**config.mk**
```make
export PLATFORM = sky130hd
export DESIGN_NAME = tmvg_front
export DESIGN_NICKNAME = d
export VERILOG_FILES = /design/src/torus_mesh_vertex_generator_macros.svh /design/src/tmvg_pkg.sv /design/src/tmvg_front.sv
export SDC_FILE = /design/constraint.sdc
export NUM_CORES = 1
export LEC_CHECK = 0
export BUFFER_PORTS_ARGS = -buffer_cell sky130_fd_sc_hd__buf_2
export CAP_MARGIN = 40
export CORE_MARGIN = 8
export CORE_UTILIZATION = 50
export CTS_BUF_LIST = sky130_fd_sc_hd__clkbuf_16
export CTS_CLUSTER_SIZE = 12
export DETAILED_ROUTE_END_ITERATION = 10
export GPL_ROUTABILITY_DRIVEN = 1
export PLACE_DENSITY_LB_ADDON = 0.1
export SLEW_MARGIN = 0
export SYNTH_ARGS = -nofsm -noshare
export SYNTH_HDL_FRONTEND = slang
export SYNTH_SLANG_ARGS = --single-unit
export TNS_END_PERCENT = 30
```
**constraint.sdc**
```tcl
create_clock -name clock -period 2.4 [get_ports clock]
set_clock_uncertainty 0.15 [all_clocks]
set_input_delay 0.12 -clock clock [delete_from_list [all_inputs] [get_ports clock]]
set_output_delay 0.12 -clock clock [all_outputs]
set_load 0.01 [all_outputs]
```
**src/torus_mesh_vertex_generator_macros.svh**
```systemverilog
// assertion macros for the torus mesh vertex generator
// included by the top level; no other dependencies
`ifndef TORUS_MESH_VERTEX_GENERATOR_MACROS_SVH
`define TORUS_MESH_VERTEX_GENERATOR_MACROS_SVH
`ifndef SYNTH
// antecedent implies consequent in the same cycle
`define TMVG_ASSERT_IMPLY(label, clk, rst, ante, cons, msg) \
   label: assert property (@(posedge clk) disable iff (rst) (ante) |-> (cons)) \
      else $error(msg);
// antecedent implies consequent in the next cycle
`define TMVG_ASSERT_NEXT(label, clk, rst, ante, cons, msg) \
   label: assert property (@(posedge clk) disable iff (rst) (ante) |=> (cons)) \
      else $error(msg);
`else
`define TMVG_ASSERT_IMPLY(label, clk, rst, ante, cons, msg)
`define TMVG_ASSERT_NEXT(label, clk, rst, ante, cons, msg)
`endif
`endif

```
**src/tmvg_pkg.sv**
```systemverilog
// shared types, constants and helpers of the torus mesh vertex generator
// no dependencies
package tmvg_pkg;

   localparam int IDX_W     = 8;
   localparam int ROWS      = 2 ** IDX_W;
   localparam int TAG_W     = IDX_W + 1;
   localparam int DIV_W     = 9;
   localparam int RAD_W     = 8;
   localparam int ANGLE_W   = 16;
   localparam int TRIG_W    = 16;
   localparam int RHO_W     = 25;
   localparam int POS_W     = 18;
   localparam int SLOT_W    = 3;
   localparam int PROD_W    = RHO_W + TRIG_W;
   localparam int WIDE_W    = 48;
   localparam int QDEPTH    = 4;
   localparam int QPTR_W    = $clog2(QDEPTH);

   localparam int ONE_Q14   = 16384;
   localparam int Q14_HALF  = 8192;
   localparam int POLY_A    = 25736;
   localparam int POLY_B    = 10512;
   localparam int POLY_C    = 1160;

   localparam int MAX_DIVISIONS     = 256;
   localparam int DEF_FRACTION_BITS = 8;
   localparam int RST_DIVISIONS     = 20;
   localparam int RST_MAJOR         = 10;
   localparam int RST_MINOR         = 2;

   localparam logic [SLOT_W-1:0] LAST_SLOT = 3'd5;

   typedef enum logic [1:0] {
      CSR_RING_DIV = 2'd0,
      CSR_TUBE_DIV = 2'd1,
      CSR_MAJOR    = 2'd2,
      CSR_MINOR    = 2'd3
   } csr_index_type;

   typedef struct packed {
      logic signed [RHO_W-1:0] rho;
      logic signed [POS_W-1:0] z;
   } ring_entry_type;

   typedef struct packed {
      logic signed [TRIG_W-1:0] cosv;
      logic signed [TRIG_W-1:0] sinv;
   } tube_entry_type;

   // hi holds index k+1, lo holds index k
   typedef struct packed {
      ring_entry_type hi;
      ring_entry_type lo;
   } ring_row_type;

   typedef struct packed {
      tube_entry_type hi;
      tube_entry_type lo;
   } tube_row_type;

   typedef struct packed {
      logic             en;
      logic [IDX_W-1:0] addr;
      ring_row_type     ring;
      tube_row_type     tube;
   } table_wr_type;

   typedef struct packed {
      logic [IDX_W-1:0] ring_idx;
      logic [IDX_W-1:0] tube_idx;
      logic             bad;
   } cell_type;

   typedef struct packed {
      logic     valid;
      cell_type item;
   } queue_out_type;

   // slot uses the next ring angle
   function automatic logic next_ring(input logic [SLOT_W-1:0] slot);
      case (slot) inside
         3'd1, 3'd2, 3'd4: return 1'b1;
         default:          return 1'b0;
      endcase
   endfunction

   // slot uses the next tube angle
   function automatic logic next_tube(input logic [SLOT_W-1:0] slot);
      case (slot) inside
         3'd1, 3'd3, 3'd4: return 1'b1;
         default:          return 1'b0;
      endcase
   endfunction

   // saturate to the signed coordinate range
   function automatic logic signed [POS_W-1:0] sat_pos(input logic signed [WIDE_W-1:0] v);
      logic signed [WIDE_W-1:0] hi;
      logic signed [WIDE_W-1:0] lo;
      hi = WIDE_W'((2 ** (POS_W - 1)) - 1);
      lo = -hi - WIDE_W'(1);
      if (v > hi) begin
         return POS_W'(hi);
      end else if (v < lo) begin
         return POS_W'(lo);
      end
      return POS_W'(v);
   endfunction

endpackage

```
**src/tmvg_front.sv**
```systemverilog
// input side: takes cell items, flags bad indexes, queues them
// depends on tmvg_pkg
module tmvg_front
   import tmvg_pkg::*;
(
   input  logic             clock,
   input  logic             reset,
   input  logic             req_tvalid,
   output logic             req_tready,
   input  logic [15:0]      req_tdata,
   input  logic [DIV_W-1:0] ring_div,
   input  logic [DIV_W-1:0] tube_div,
   input  logic             table_ready,
   input  logic             pop,
   output queue_out_type    head
);

   cell_type            q_ff [QDEPTH];
   logic [QPTR_W-1:0]   wr_ptr_ff, rd_ptr_ff;
   logic [QPTR_W:0]     count_ff;
   cell_type            cell_in;
   logic                push;

   // classify the incoming item
   always_comb begin
      cell_in.ring_idx = req_tdata[IDX_W-1:0];
      cell_in.tube_idx = req_tdata[2*IDX_W-1:IDX_W];
      cell_in.bad      = ({1'b0, cell_in.ring_idx} >= ring_div) ||
                         ({1'b0, cell_in.tube_idx} >= tube_div);
   end

   assign req_tready = table_ready && (count_ff != (QPTR_W+1)'(QDEPTH));
   assign push       = req_tvalid && req_tready;

   // queue storage
   always_ff @(posedge clock) begin
      if (push) begin
         q_ff[wr_ptr_ff] <= cell_in;
      end
   end

   // queue pointers
   always_ff @(posedge clock) begin
      if (reset) begin
         wr_ptr_ff <= '0;
         rd_ptr_ff <= '0;
         count_ff  <= '0;
      end else begin
         if (push) begin
            wr_ptr_ff <= wr_ptr_ff + QPTR_W'(1);
         end
         if (pop) begin
            rd_ptr_ff <= rd_ptr_ff + QPTR_W'(1);
         end
         count_ff <= count_ff + (QPTR_W+1)'(push) - (QPTR_W+1)'(pop);
      end
   end

   assign head.valid = (count_ff != '0);
   assign head.item  = q_ff[rd_ptr_ff];

endmodule

```
==> summary.txt, run 1 <==
First DRT Iteration DRCs - 74
Sequential area share after synthesis - 0.666
Core area - 6390 um^2
Vias in the first global route - 1,989
Routed len/inst - 17.0 um
Filler Cell Count - 480
CTS root buf - clkbuf_16
Maxcap violations - 0
Total clock sinks - 77
Data required, critical path - 2.46 ns
GPL Wtd Cong - 0.768
Post-Syn Area - 3340 um^2
RR Startpoint - count_ff[2]$_SDFF_PP0_
WP data arrival - 2.34 ns
Setup TNS - 0 ns
Io pins - 58
# diodes - 0
Peak VDD IR - 582 uV
Final worst slack - 0.125 ns
PwrDens - 808 nW/um^2
Share of layout cells above drive strength 1 - 0.323
Place WS - 0.123 ns
Port bufs - 57
Via count - 1,880
CP startpoint - count_ff[2]$_SDFF_PP0_
Clk pin slew, worst setup/hold paths - 0.06 ns
Initial antenna violation count - 0
Starting Density - 0.523
Global Route Usage Sum - 0.136
Clock Latency Late Sink - 0.32 ns
Multi-input combinational cell area - 983 um^2
Synth unique cells - 33
Synth Area in Adders - 0.0885
DIE HEIGHT - 97.7 um
Crit path launch type - flop
Die ar. - 9540 um^2
Mux cell area share after synthesis - 0.124
Std-Cell Rows - 29
Synth Net Count - 252
Slew Viols, Final - 0
Final setup viols - 0
Synth Flop Type - edfxtp_1
Finished Cell Area - 4230 um^2
Leak pwr - 1.71 nW
CP Capture Type - flop
RSZ-0062 raised after global routing - no
Die width - 97.7 um
ANT nets after route - 0
XOR/XNOR share of the synthesized area - 0.0131
Final core occ - 0.662
Routed vias/inst - 5.19
Post-CTS Setup Inserts - 0
Max clock buf depth - 2
Post-DP Area - 3740 um^2
Gate Count Post-Synth - 190
Drt pass-1 iters - 4
HP Start - table_ready
Worst-margin pin slew - 0.328 ns
Min Tclk post-route - 2.28 ns
DP HPWL - 4290 um
Most frequent cells in the layout - edfxtp_1, buf_2, inv_1
Min-Delay Path Class - primary input to flop
Synthesis-to-layout area growth - 26.7%
Largest family of logic cells by synthesized area - multiplexers
Htree depth - 3
#FFs+latches synth - 77
Peak Freq - 0.440 GHz
Register area - 2220 um^2
Post-synthesis compound-gate area fraction - 0.0330
Post-cts gate resize count - 0
Ys async rst share - 0
Commonest non-fill, non-tap cell in the layout - edfxtp_1
Nets - 342
Fraction of the mapped netlist area in simple logic gates - 0.0356
CTS tree - yes
First-pass GRT wire length - 10,000 um
Avg Cell Area, Syn - 17.6 um^2
Outcome - complete, no violations
Max-slew headroom - 0.781
Routed WL - 6160 um
Residual DRC - 0
Syn. warnings - 0
Fin. Hold Viols - 0
Biggest fanout along the worst timing path - 3
Largest net degree at the start of global routing - 18
TritonCTS buffer count - 9
CP Class - flop to flop
Post-synth EDFFs - 68
Grt ovf - 0
Final period util - 0.948
==> worst max-delay path, cell delays in order (launching register included) <==
cell and delay, ns:
dfxtp_1 0.38, inv_2 0.07, o311ai_4 0.30, ha_1 0.29, inv_1 0.05, ha_1 0.12
inv_1 0.05, fa_1 0.37, xor2_1 0.19, xnor2_1 0.14, nor2_1 0.05
==> cell families (layout without fill, tap and decap cells) <==
logic type	after synthesis	count (layout)
adder cells (fa/ha/maj)	23	23
multiplexers	18	18
AO/OA/AOI/OAI	14	14
AND/OR/NAND/NOR	25	25
XOR/XNOR	5	5
buffers and inverters	28	123
flip-flops	77	77
==> power breakdown <==
group          internal (W)  switching [W]  leakage [nW]
logic              0.000230       0.000234         0.863
clock network      0.000895       0.000480         0.155
registers           0.00154      0.0000412         0.691
total               0.00266       0.000755          1.71
==> final cells by class <==
cell class,count,share of cell area
clock buffers,9,0.0533
clock inverters,7,0.0192
inverters,23,0.0204
multi-input cells,85,0.233
flip-flops and latches,77,0.526
well taps,77,0.0228
repair buffers,84,0.126
==> state kept, by name, indices dropped and copies added, names as in the netlist, named ones only <==
| signal | count |
|---|---|
| rd_ptr_ff | 2 |
| wr_ptr_ff | 2 |
| count_ff | 3 |
| q_ff | 68 |
==> cells in the mapped netlist (2+ instances only) <==
cell	n	area, um^2
nor2_1	11	41.3
mux4_2	11	248
nand2_1	4	15.0
o21ai_0	2	10.0
a21oi_1	3	15.0
mux4_1	6	158
xnor2_1	3	26.3
nor2b_1	2	12.5
buf_2	2	10.0
and3_1	4	25.0
a31oi_1	2	12.5
ha_1	22	275
inv_1	22	82.6
dfxtp_1	9	180
xor2_1	2	17.5
edfxtp_1	68	2040
==> through the flow <==
step           cells  power (W)  hold slack [ns]
2_1_floorplan    190    0.00189           0.0689
3_3_place_gp     328    0.00205            0.206
3_5_place_dp     328    0.00206            0.208
4_1_cts          362    0.00346           0.0142
6_report         362    0.00342           0.0232
5_1_grt          362    0.00356           0.0260
==> repair_timing <==
item	CTS	global route
endpoints found under the setup margin	0	0
hold buffers	18	0
hold endpoints to repair	73	0
==> worst paths after layout <==
| path | end | slack (ns) | cells past startpoint |
|---|---|---|---|
| max | count_ff[2]$_SDFF_PP0_ | 0.12 | 10 |
| min | wr_ptr_ff[0]$_SDFFE_PP0P_ | 0.02 | 4 |
| max reg2reg | count_ff[2]$_SDFF_PP0_ | 0.12 | 10 |
| min reg2reg | rd_ptr_ff[1]$_SDFFE_PP0P_ | 0.38 | 2 |
==> layer usage <==
metal / share of wire / global-route usage
met5: 0 / 0
met4: 0.016 / 0.0594
met3: 0.049 / 0.0434
met2: 0.48 / 0.214
met1: 0.46 / 0.166
(Power assumes the default switching activity.)
==> inputs of run 2 (changes only) <==
Settings changed: PLACE_DENSITY_LB_ADDON 0.1 to 0.2, RECOVER_POWER from default to 100.
==> run 2 against run 1 <==
Compared with the run above: final area shrank 0.89%; via count shrank 1.4%; register-to-register slack lost 0.02 ns; fmax shrank 0.76%; die area is the same; sequential share of layout area grew 0.47 points; total power grew 2.5%; largest cell class unchanged; largest power group unchanged.
==> summary.txt, run 2 (synthesis results as in run 1) <==
Outcome - complete, no violations
Fin. Hold Viols - 0 (unchanged)
Max clock buf depth - 2 (unchanged)
PwrDens - 836 nW/um^2 (+3.4%)
WP data arrival - 2.36 ns (+0.02 ns)
First-pass GRT wire length - 9840 um (-1.8%)
Global Route Usage Sum - 0.132 (-0.00383)
Grt ovf - 0 (unchanged)
Htree depth - 3 (unchanged)
Biggest regs - q_ff (68), count_ff (3)
CTS tree - yes
Maxcap violations - 0 (unchanged)
DP HPWL - 4070 um (-5.0%)
Final core occ - 0.656 (-0.00588)
Min-Delay Path Class - primary input to flop
Vias in the first global route - 1,989 (unchanged)
Max FFs per register - 68 (unchanged)
Core area - 6390 um^2 (unchanged)
Tot Pwr - 0.00350 W (+2.5%)
Final setup viols - 0 (unchanged)
Min Tclk post-route - 2.29 ns (+0.0173 ns)
Peak Freq - 0.436 GHz (-0.76%)
Place WS - 0.119 ns (-0.00453 ns)
Routed vias/inst - 5.16 (-0.61%)
CTS root buf - clkbuf_16
Initial antenna violation count - 0 (unchanged)
ANT nets after route - 0 (unchanged)
Drt pass-1 iters - 4 (unchanged)
Commonest non-fill, non-tap cell in the layout - edfxtp_1
Residual DRC - 0 (unchanged)
Die width - 97.7 um (unchanged)
# diodes - 0 (unchanged)
Starting Density - 0.523 (unchanged)
Reg2Reg Setup Slack - 0.11 ns (-0.02 ns)
Slew Viols, Final - 0 (unchanged)
TritonCTS buffer count - 9 (unchanged)
Routed len/inst - 17.0 um (+0.15%)
Largest Register - q_ff
Largest net degree at the start of global routing - 18 (unchanged)
Port bufs - 57 (unchanged)
Post-CTS Setup Inserts - 0 (unchanged)
Clock Latency Late Sink - 0.32 ns (about the same)
Final period util - 0.955 (+0.00723)
Die ar. - 9540 um^2 (unchanged)
Setup TNS - 0 ns (unchanged)
Biggest fanout along the worst timing path - 4 (+1)
Io pins - 58 (unchanged)
Nets - 339 (-0.88%)
Max-slew headroom - 0.636 (-0.145)
Peak VDD IR - 614 uV (+5.5%)
Via count - 1,853 (-1.4%)
Total clock sinks - 77 (unchanged)
GPL Wtd Cong - 0.705 (-8.2%)
RSZ-0062 raised after global routing - no
Std-Cell Rows - 29 (unchanged)
Routed WL - 6120 um (-0.68%)
Final worst slack - 0.107 ns (-0.0173 ns)
Share of layout cells above drive strength 1 - 0.195 (-0.128)
Most frequent cells in the layout - edfxtp_1, clkbuf_1, inv_1
Worst-margin pin slew - 0.546 ns (+0.218 ns)
Synthesis-to-layout area growth - 25.6%
Data required, critical path - 2.47 ns (about the same)
Clk pin slew, worst setup/hold paths - 0.05 ns (about the same)
CP Capture Type - flop
Leak pwr - 1.61 nW (-5.6%)
Crit path launch type - flop
CP Class - flop to flop
DIE HEIGHT - 97.7 um (unchanged)
First DRT Iteration DRCs - 78 (+5.4%)
## run 2: cell count changes in the layout (fill, tap and decap cells not counted), sizes merged
| cell | change |
|---|---|
| buf | -41 |
| clkbuf | +38 |
| clkinv | -2 |
| bufinv | +1 |
| inv | +1 |
## run 2: path summary, 6_finish.rpt
kind,start,to,depth (start not counted)
worst max-delay path,count_ff[1]$_SDFF_PP0_,count_ff[2]$_SDFF_PP0_,9
worst min-delay path,table_ready,wr_ptr_ff[0]$_SDFFE_PP0P_,4
worst max register to register,count_ff[1]$_SDFF_PP0_,count_ff[2]$_SDFF_PP0_,9
worst min register to register,rd_ptr_ff[1]$_SDFFE_PP0P_,rd_ptr_ff[1]$_SDFFE_PP0P_,2
## run 2: area by class of cell
| type | count | area, um^2 |
|---|---|---|
| clock buffers | 9 | 225 |
| clock inverters | 7 | 106 |
| fillers | 465 | 2200 |
| inverters | 23 | 86.3 |
| multi-input cells | 85 | 983 |
| flip-flops and latches | 77 | 2220 |
| well taps | 77 | 96.3 |
| repair buffers | 81 | 470 |
## run 2: repair_timing
item	CTS	global route
setup endpoints to repair	0	0
endpoints found under the hold margin	73	0
gates resized for setup	0	0
hold buffers	18	0
## run 2: through the flow
step           hold slack, ns  cell area (um^2)  instances
4_1_cts                0.0346              4240        359
3_3_place_gp            0.203              3730        325
2_1_floorplan          0.0689              3340        190
3_5_place_dp            0.209              3730        325
5_1_grt                0.0617              4190        359
6_report               0.0374              4190        359
## run 2: report_power, final
group | switching [W] | total, W | internal [W]
combinational | 0.000237 | 0.000449 | 0.000212
clock | 0.000471 | 0.00147 | 0.00100
sequential | 0.0000436 | 0.00158 | 0.00154
## run 2: critical path, stage by stage (launching register included)
cell and delay, ns:
dfxtp_1 0.37, o311ai_4 0.35, ha_1 0.30, inv_1 0.06
ha_1 0.13, inv_1 0.05, fa_1 0.38, xor2_1 0.20
xnor2_1 0.14, nor2_1 0.05
## run 2: per-layer routing
metal	vias to the layer above	share of wire	GRT usage
met1	893	0.45	0.154
li1	901	-	-
met4	0	0.015	0.0629
met2	50	0.49	0.216
met3	9	0.048	0.0405
met5	-	0	0
